<file path="src/sv/ffa_pkg.sv">
// Package for the first-fit free-list allocator.
// Holds the arena constants, header word type and the controller/datapath command types.
// No dependencies.
`default_nettype none
package ffa_pkg;

    localparam int ARENA_UNITS = 1024;
    localparam int UNIT_BYTES  = 8;
    localparam int UB_SHIFT    = $clog2(UNIT_BYTES);
    localparam int AW          = $clog2(ARENA_UNITS);
    localparam int SW          = AW + 1;
    localparam int NW          = AW + 2;
    localparam int STW         = AW + 1;
    localparam int BYTES_W     = 14;

    typedef struct packed {
        logic [SW-1:0] size;
        logic [AW-1:0] next;
    } t_word;

    typedef enum logic [2:0] {
        A_ROVER, A_QNEXT, A_PREV, A_BP, A_NX, A_P, A_TAIL
    } t_asel;

    typedef enum logic [2:0] {
        W_CLR, W_SHRINK, W_EXACT, W_NEWHDR, W_BPMERGE, W_PMERGE
    } t_wsel;

    typedef enum logic [1:0] {
        R_FAIL, R_EXACT, R_SPLIT, R_FREE
    } t_rsel;

    typedef struct packed {
        logic  ld_req;
        logic  rd_en;
        t_asel rd_sel;
        logic  wr_en;
        t_wsel wr_sel;
        logic  set_prev_rover;
        logic  set_p_rover;
        logic  set_p_qnext;
        logic  step_alloc;
        logic  step_free;
        logic  save_pw;
        logic  save_nx;
        logic  save_bpw;
        logic  rover_prev;
        logic  rover_p;
        logic  res_ld;
        t_rsel res_sel;
        logic  clr_step;
    } t_cmd;

    typedef struct packed {
        logic is_free;
        logic bad_idx;
        logic fits;
        logic exact;
        logic p_is_rover;
        logic steps_end;
        logic found;
        logic clr_last;
        logic out_full;
    } t_sts;

endpackage
`default_nettype wire

</file>
<file path="src/sv/ffa_ctrl.sv">
// Controller of the allocator: sequences store clearing, list walks and header updates.
// Depends on ffa_pkg; commands ffa_dp through t_cmd and reads back t_sts.
`default_nettype none
module ffa_ctrl import ffa_pkg::*; (
    input  wire logic i_clk,
    input  wire logic i_rst_n,
    input  wire logic i_valid,
    output logic      o_stall,
    input  wire t_sts i_sts,
    output t_cmd      o_cmd
);

    typedef enum logic [14:0] {
        S_CLEAR   = 15'b000000000000001,
        S_IDLE    = 15'b000000000000010,
        S_DISP    = 15'b000000000000100,
        S_A_LD0   = 15'b000000000001000,
        S_A_CHK   = 15'b000000000010000,
        S_A_EX_WR = 15'b000000000100000,
        S_A_SP_RD = 15'b000000001000000,
        S_A_SP_WR = 15'b000000010000000,
        S_F_CHK   = 15'b000000100000000,
        S_F_BP    = 15'b000001000000000,
        S_F_NX    = 15'b000010000000000,
        S_F_RDP   = 15'b000100000000000,
        S_F_RDBP  = 15'b001000000000000,
        S_F_WRP   = 15'b010000000000000,
        S_SPARE   = 15'b100000000000000
    } t_state;

    t_state r_state, n_state;
    logic   take;

    assign take    = (r_state == S_IDLE) && !i_sts.out_full;
    assign o_stall = !take;

    always_comb begin
        n_state = r_state;
        o_cmd   = '0;
        case (r_state)
            S_CLEAR: begin
                o_cmd.wr_en    = 1'b1;
                o_cmd.wr_sel   = W_CLR;
                o_cmd.clr_step = 1'b1;
                if (i_sts.clr_last) begin
                    n_state = S_IDLE;
                end
            end
            S_IDLE: begin
                if (take && i_valid) begin
                    o_cmd.ld_req = 1'b1;
                    n_state      = S_DISP;
                end
            end
            S_DISP: begin
                if (i_sts.is_free && i_sts.bad_idx) begin
                    o_cmd.res_ld  = 1'b1;
                    o_cmd.res_sel = R_FAIL;
                    n_state       = S_IDLE;
                end else if (i_sts.is_free) begin
                    o_cmd.set_p_rover = 1'b1;
                    o_cmd.rd_en       = 1'b1;
                    o_cmd.rd_sel      = A_ROVER;
                    n_state           = S_F_CHK;
                end else begin
                    o_cmd.set_prev_rover = 1'b1;
                    o_cmd.rd_en          = 1'b1;
                    o_cmd.rd_sel         = A_ROVER;
                    n_state              = S_A_LD0;
                end
            end
            S_A_LD0: begin
                o_cmd.set_p_qnext = 1'b1;
                o_cmd.rd_en       = 1'b1;
                o_cmd.rd_sel      = A_QNEXT;
                n_state           = S_A_CHK;
            end
            S_A_CHK: begin
                if (i_sts.fits) begin
                    o_cmd.save_pw = 1'b1;
                    if (i_sts.exact) begin
                        o_cmd.rd_en  = 1'b1;
                        o_cmd.rd_sel = A_PREV;
                        n_state      = S_A_EX_WR;
                    end else begin
                        o_cmd.wr_en  = 1'b1;
                        o_cmd.wr_sel = W_SHRINK;
                        n_state      = S_A_SP_RD;
                    end
                end else if (i_sts.p_is_rover || i_sts.steps_end) begin
                    o_cmd.res_ld  = 1'b1;
                    o_cmd.res_sel = R_FAIL;
                    n_state       = S_IDLE;
                end else begin
                    o_cmd.step_alloc = 1'b1;
                    o_cmd.rd_en      = 1'b1;
                    o_cmd.rd_sel     = A_QNEXT;
                end
            end
            S_A_EX_WR: begin
                o_cmd.wr_en      = 1'b1;
                o_cmd.wr_sel     = W_EXACT;
                o_cmd.rover_prev = 1'b1;
                o_cmd.res_ld     = 1'b1;
                o_cmd.res_sel    = R_EXACT;
                n_state          = S_IDLE;
            end
            S_A_SP_RD: begin
                o_cmd.rd_en  = 1'b1;
                o_cmd.rd_sel = A_TAIL;
                n_state      = S_A_SP_WR;
            end
            S_A_SP_WR: begin
                o_cmd.wr_en      = 1'b1;
                o_cmd.wr_sel     = W_NEWHDR;
                o_cmd.rover_prev = 1'b1;
                o_cmd.res_ld     = 1'b1;
                o_cmd.res_sel    = R_SPLIT;
                n_state          = S_IDLE;
            end
            S_F_CHK: begin
                if (i_sts.found) begin
                    o_cmd.save_nx = 1'b1;
                    o_cmd.rd_en   = 1'b1;
                    o_cmd.rd_sel  = A_BP;
                    n_state       = S_F_BP;
                end else if (i_sts.steps_end) begin
                    o_cmd.res_ld  = 1'b1;
                    o_cmd.res_sel = R_FAIL;
                    n_state       = S_IDLE;
                end else begin
                    o_cmd.step_free = 1'b1;
                    o_cmd.rd_en     = 1'b1;
                    o_cmd.rd_sel    = A_QNEXT;
                end
            end
            S_F_BP: begin
                o_cmd.save_bpw = 1'b1;
                o_cmd.rd_en    = 1'b1;
                o_cmd.rd_sel   = A_NX;
                n_state        = S_F_NX;
            end
            S_F_NX: begin
                o_cmd.wr_en  = 1'b1;
                o_cmd.wr_sel = W_BPMERGE;
                n_state      = S_F_RDP;
            end
            S_F_RDP: begin
                o_cmd.rd_en  = 1'b1;
                o_cmd.rd_sel = A_P;
                n_state      = S_F_RDBP;
            end
            S_F_RDBP: begin
                o_cmd.save_pw = 1'b1;
                o_cmd.rd_en   = 1'b1;
                o_cmd.rd_sel  = A_BP;
                n_state       = S_F_WRP;
            end
            S_F_WRP: begin
                o_cmd.wr_en   = 1'b1;
                o_cmd.wr_sel  = W_PMERGE;
                o_cmd.rover_p = 1'b1;
                o_cmd.res_ld  = 1'b1;
                o_cmd.res_sel = R_FREE;
                n_state       = S_IDLE;
            end
            default: begin
                n_state = S_IDLE;
            end
        endcase
    end

    always_ff @(posedge i_clk) begin
        if (!i_rst_n) begin
            r_state <= S_CLEAR;
        end else begin
            r_state <= n_state;
        end
    end

endmodule
`default_nettype wire

</file>
<file path="config.mk">
export PLATFORM = sky130hd
export DESIGN_NAME = ffa_ctrl
export DESIGN_NICKNAME = d
export VERILOG_FILES = /design/src/sv/ffa_pkg.sv /design/src/sv/ffa_ctrl.sv
export SDC_FILE = /design/constraint.sdc
export NUM_CORES = 1
export LEC_CHECK = 0
export ABC_AREA = 1
export BUFFER_PORTS_ARGS = -buffer_cell sky130_fd_sc_hd__buf_4
export CAP_MARGIN = 10
export CORE_UTILIZATION = 31
export CTS_BUF_LIST = sky130_fd_sc_hd__clkbuf_4 sky130_fd_sc_hd__clkbuf_8
export DETAILED_ROUTE_END_ITERATION = 6
export HOLD_SLACK_MARGIN = 0.02
export PLACE_DENSITY_LB_ADDON = 0.1
export SYNTH_ARGS = -nofsm -noshare
export SYNTH_HDL_FRONTEND = slang
export SYNTH_SLANG_ARGS = --single-unit
</file>
<file path="constraint.sdc">
create_clock -name i_clk -period 1.99 [get_ports i_clk]
set_clock_uncertainty 0.05 [all_clocks]
set_input_delay 0.398 -clock i_clk [delete_from_list [all_inputs] [get_ports i_clk]]
set_output_delay 0.398 -clock i_clk [all_outputs]
set_load 0.02 [all_outputs]
</file>
==> summary.txt, run 1 <==
Status
  – Outcome: finished with violations
  – Failing checks: negative setup slack

Power and ir drop
  – Leakage: 1.198 nW
  – Cell Pwr Density: 670.4 nW/um^2
  – VDD IR max: 0.0003376 V

Placement
  – Post-place setup slack: 0.06122 ns
  – Routability cong.: 0.8378
  – Placed insts: 283
  – Area after DPL: 1574 sq um
  – I/O Buffers: 35
  – DP HPWL: 2628 microns

Routing
  – Routed wire length: 3513 microns
  – Routed via count: 1382
  – Drt pass-1 iters: 4
  – Vias per cell: 4.531
  – Final ANT Viol Nets: 0
  – DRT iter0 DRCs: 78
  – Number of remaining DRC errors: 0
  – WL/cell: 11.52 microns

Synthesis
  – Post-Syn Area per Cell: 6.191 sq um
  – Synth top area cells: dfxtp_1 23%, inv_1 13%, nand2_1 13%
  – Synth Instances: 193
  – Yosys cell types: 27
  – Synthesized area: 1195 sq um
  – Area leader, netlist: dfxtp_1
  – Synthesized flop and latch total: 14
  – Syn Nets: 205
  – Synth top area share: 23.46%
  – Yosys warns: 0
  – Seq/Total Area, Yosys: 23.46%

STA
  – Final hold slack: 0.3703 ns
  – Slew headroom: 81.27%
  – Highest clock rate: 479.6 MHz
  – Hold Fails Final Rpt: 0
  – Final setup violation count: 12
  – Max Slew Vio Count: 0
  – Worst slew pin tran: 0.2802 ns
  – Final min period: 2.085 ns
  – Final worst slack: -0.09525 ns
  – Post-route clock period utilization: 104.8%
  – RSZ-0062 raised after global routing: true

Final layout
  – Number of flip-flops in the largest register: 14
  – Diode count: 0
  – Fin util: 53.43%
  – Area grow syn2layout: 64.92%
  – Non-Filler Cell Area, Final: 1971 sq um
  – Ratio of cells with drive above 1 in the final layout: 54.86%
  – Nets: 270
  – Top reg by flops: r_state
  – Multi-input logic area: 887.1 sq um
  – FILL cells: 388
  – Final Non-Filler Cells: 305
  – Biggest registers after layout: r_state x14
  – FF/Latch Area: 296.5 sq um
  – Most frequent cells in the layout: 48 x buf_4, 35 x inv_1, 32 x nand2_1
  – Commonest non-fill, non-tap cell in the layout: buf_4

Clock network
  – Clock slew at reported path FFs: 0.07 ns
  – CTS tree: built
  – Cts bufs inserted: 3
  – Root Driver: clkbuf_8
  – Longest Clk Path Bufs: 2
  – Clk Latency, worst-skew pair: 0.25 ns
  – Hold_buf cts: 0
  – Clock sink total: 14
  – # H-tree levels: 1

Global routing
  – First-pass GRT wire length: 5920 microns
  – Grt ovf: 0
  – Initial antenna violation count: 0
  – GRT Total Usage: 18.84%
  – Number of global-route vias before repair: 1284
  – Largest net degree at the start of global routing: 14

Setup path
  – Crit path launch: r_state[7]
  – Most used cell along the critical path: buf_4
  – Required @ worst endpoint: 1.54 ns
  – Worst setup SP type: flip-flop
  – Setup crit end: o_cmd[14]
  – CP arrival: 1.64 ns
  – Path depth of the worst reg2reg path: 12
  – Crit Path Category: reg2out
  – Reg2reg start: r_state[13]
  – Levels on crit path: 8
  – R2r endpoint: r_state[12]
  – Crit-path max FO: 7
  – CP delay by family, top: simple AND/OR/NAND/NOR gates
  – Critical-path top delay cell: dfxtp_2
  – Buf/Inv on CP: 3
  – Cell Chain, Critical Path: nor2_4, nand2_4, nor2_8, buf_4, nand2_1, buf_4, nand3_1, buf_6
  – Crit path capture type: primary output
  – Reg2reg setup slack: 0.13 ns
  – CP peak stage delay: 0.34 ns

Die
  – Core ar.: 3689 sq um
  – Die area: 4107 sq um
  – Starting density of the core: 32.39%
  – Num rows: 22
  – Die W: 64.09 microns
  – Die height: 64.09 microns
  – Top-level port count: 36

Run
  – Max_cap viols: 0

Hold path
  – Class of the most critical hold timing path: in2reg
## per-layer routing
| metal | vias to the layer above | GRT usage [%] | share of wire, % |
|---|---|---|---|
| met3 | 4 | 5.179 | 6.2 |
| met5 | - | 0 | 0 |
| met2 | 40 | 30.85 | 47 |
| met4 | 0 | 4.261 | 0.83 |
| li1 | 717 | - | - |
| met1 | 621 | 24.35 | 45 |
## stage by stage
| stage | total power, W | TNS [ns] |
|---|---|---|
| 2_1_floorplan | 0.0006777 | 0 |
| 3_3_place_gp | 0.0008407 | 0 |
| 3_5_place_dp | 0.0008348 | 0 |
| 4_1_cts | 0.001248 | -0.3392 |
| 5_1_grt | 0.001399 | -2.080 |
| 6_report | 0.001321 | -0.6592 |
## how the worst min path moves through the flow
stage                            end  slack, ns  cells past startpoint        from
after global routing      r_state[0]       0.37                      2     i_rst_n
after floorplan           r_state[8]       0.47                      2     i_rst_n
after CTS                 r_state[0]       0.36                      2     i_rst_n
after global placement    r_state[8]       0.51                      4  r_state[8]
final                     r_state[0]       0.37                      2     i_rst_n
after detailed placement  r_state[8]       0.51                      4  r_state[8]
## report_power, final
part | total, W | leakage [nW] | switching [W] | internal, W
sequential | 0.000333 | 0.119 | 0.0000262 | 0.000307
combinational | 0.000692 | 1.05 | 0.000380 | 0.000312
clock | 0.000296 | 0.0288 | 0.000120 | 0.000176
total | 0.00132 | 1.20 | 0.000527 | 0.000795
## kinds of logic (layout without fill, tap and decap cells)
logic type / Yosys count / in the layout / share of synthesized area, %
buffers and inverters: 45 / 109 / 14.14
and+or+nand+nor: 128 / 128 / 58.95
DFF: 14 / 14 / 23.46
AOI/OAI and AO/OA: 6 / 6 / 3.455
## cell type report
type / instances / share of cell area, %
multi-input combinational: 134 / 45.02
timing repair buffer: 61 / 25.71
sequential: 14 / 15.05
inverter: 44 / 8.381
tap: 48 / 3.048
clock buffer: 4 / 2.794
## cell usage after synthesis
library cell and instances:
a21oi_1 1, nand2_1 40, o21ai_1 1, nand3b_1 2
nor2_8 2, nand4_1 5, a211oi_1 1, inv_1 42
o21ai_0 1, nor3_2 1, nor2_2 10, nor2_1 33
buf_1 1, o22ai_1 1, nand2_2 3, nor3b_2 1
nand4_2 2, nor3_1 3, nor2_4 2, dfxtp_1 14
or2_2 1, inv_2 2, nand2_4 3, nand3_4 1
nand3_1 14, o211ai_2 1, nand3_2 5
## timing repair
item,in CTS,in global routing
pin swaps,10,12
hold endpoints to repair,0,0
endpoints found under the setup margin,21,21
resized for setup,41,27
gates cloned,0,0
buffers inserted,11,7
Power figures use the tool's default switching activity.
==> run 2, diff against run 1 <==
==> constraint.sdc (replaced) <==
create_clock -name i_clk -period 1.99 [get_ports i_clk]
set_clock_uncertainty 0.05 [all_clocks]
set_input_delay 0.199 -clock i_clk [delete_from_list [all_inputs] [get_ports i_clk]]
set_output_delay 0.199 -clock i_clk [all_outputs]
set_load 0.02 [all_outputs]
==> run 2 against run 1 <==
The flow now finishes without violations. Sequential cell count unchanged. Maximum frequency up 7.2%. Final cell count down 4.3%. Die area unchanged. Register-to-register slack better by 0.23 ns. Setup slack better by 0.14 ns. Highest routed layer unchanged.
==> summary.txt, run 2 (synthesized netlist as in run 1, its figures left out) <==
Setup path
  – Reg2reg setup slack: 0.36 ns
  – Crit-path max FO: 4
  – Crit path launch: r_state[9]
  – Crit Path Category: reg2out
  – Worst setup SP type: flip-flop
  – Setup crit end: o_cmd[19]
  – Required @ worst endpoint: 1.74 ns
  – Path depth of the worst reg2reg path: 9
  – R2r endpoint: r_state[8]
  – Crit path capture type: primary output
  – CP arrival: 1.70 ns
  – Reg2reg start: r_state[3]

Final layout
  – Nets: 257
  – Diode count: 0
  – Final Non-Filler Cells: 292
  – Most frequent cells in the layout: 45 x buf_4, 41 x inv_1, 37 x nand2_1
  – Biggest registers after layout: r_state x14
  – Ratio of cells with drive above 1 in the final layout: 40.16%
  – Commonest non-fill, non-tap cell in the layout: buf_4
  – Number of flip-flops in the largest register: 14
  – Top reg by flops: r_state
  – Area grow syn2layout: 49.53%

Clock network
  – Clock slew at reported path FFs: 0.06 ns
  – CTS tree: built
  – Cts bufs inserted: 3
  – # H-tree levels: 1
  – Clk Latency, worst-skew pair: 0.25 ns
  – Root Driver: clkbuf_8
  – Clock sink total: 14
  – Longest Clk Path Bufs: 2

Routing
  – WL/cell: 11.39 microns
  – Number of remaining DRC errors: 0
  – Drt pass-1 iters: 5
  – DRT iter0 DRCs: 55
  – Routed via count: 1275
  – Final ANT Viol Nets: 0
  – Vias per cell: 4.366
  – Routed wire length: 3325 microns

Global routing
  – Number of global-route vias before repair: 1136
  – First-pass GRT wire length: 5181 microns
  – GRT Total Usage: 16.82%
  – Largest net degree at the start of global routing: 14
  – Grt ovf: 0
  – Initial antenna violation count: 0

Placement
  – I/O Buffers: 35
  – Placed insts: 275
  – Routability cong.: 0.8122
  – Post-place setup slack: 0.2242 ns
  – DP HPWL: 2563 microns

Die
  – Num rows: 22
  – Top-level port count: 36
  – Starting density of the core: 32.39%
  – Die area: 4107 sq um
  – Core ar.: 3689 sq um
  – Die W: 64.09 microns
  – Die height: 64.09 microns

STA
  – Final min period: 1.945 ns
  – Slew headroom: 77.19%
  – Final setup violation count: 0
  – RSZ-0062 raised after global routing: true
  – Highest clock rate: 514.2 MHz
  – Post-route clock period utilization: 97.72%
  – Max Slew Vio Count: 0
  – Worst slew pin tran: 0.3395 ns
  – Hold Fails Final Rpt: 0
  – Final worst slack: 0.04536 ns

Power and ir drop
  – Leakage: 1.111 nW
  – Cell Pwr Density: 682.2 nW/um^2
  – VDD IR max: 0.0003450 V

Hold path
  – Class of the most critical hold timing path: in2reg

Status
  – Outcome: completed

Run
  – Max_cap viols: 0
[run 2: changes by cell type in the layout (fill, tap and decap cells not counted), sizes merged]
cell	before	now
buf	61	48
[run 2: layer usage]
layer	vias up	GRT usage [%]	routed length, microns
met3	6	3.571	160
met5	-	0	0
met2	36	26.86	1478
met4	0	5.966	33
met1	537	22.11	1652
li1	696	-	-
[run 2: area by class of cell]
cell class | instances | area (sq um)
fill | 404 | 1902
multi-input combinational | 134 | 828.3
timing repair buffer | 48 | 389.1
sequential | 14 | 289.0
inverter | 44 | 165.2
tap | 48 | 60.06
clock buffer | 4 | 55.05
[run 2: worst max-delay path: stages, from the launching register on]
cell and delay, ns:
dfxtp_4 0.35, nor2_4 0.18, nand2_4 0.08, nor2_4 0.16
nand2_2 0.08, inv_2 0.07, nand2_2 0.06, o21ai_1 0.13
inv_1 0.07, nand3b_1 0.12, buf_6 0.13
[run 2: worst min-delay path by stage]
stage / from / endpoint / slack, ns / cells after the start
after global placement: i_rst_n / r_state[0] / 0.43 / 2
after detailed placement: i_rst_n / r_state[0] / 0.44 / 2
final: i_sts[8] / r_state[3] / 0.18 / 4
after CTS: i_rst_n / r_state[0] / 0.18 / 2
after global routing: i_rst_n / r_state[0] / 0.19 / 2
after floorplan: i_rst_n / r_state[8] / 0.27 / 2
[run 2: timing repair]
action | 4_1_cts | 5_1_grt
endpoints found under the setup margin | 3 | 5
gates resized for setup | 6 | 21
hold buffers | 0 | 0
pin swaps | 1 | 18
cloned | 0 | 0
endpoints found under the hold margin | 0 | 0
buffers inserted | 2 | 11
[run 2: metrics by stage]
step	utilization, %	power, W	hold slack [ns]	area (sq um)	setup TNS [ns]
2_1_floorplan	-	0.0006777	0.2694	1195	0
3_3_place_gp	41.04	0.0008157	0.4319	1514	0
3_5_place_dp	41.04	0.0008136	0.4378	1514	0
4_1_cts	43.76	0.001130	0.1834	1614	0
5_1_grt	48.44	0.001296	0.1865	1787	-0.1275
6_report	48.44	0.001219	0.1778	1787	0
[run 2: where the power goes]
part | switching, W | internal (W)
Combinational | 0.000354 | 0.000251
Sequential | 0.0000248 | 0.000302
Clock | 0.000112 | 0.000175
Total | 0.000491 | 0.000728
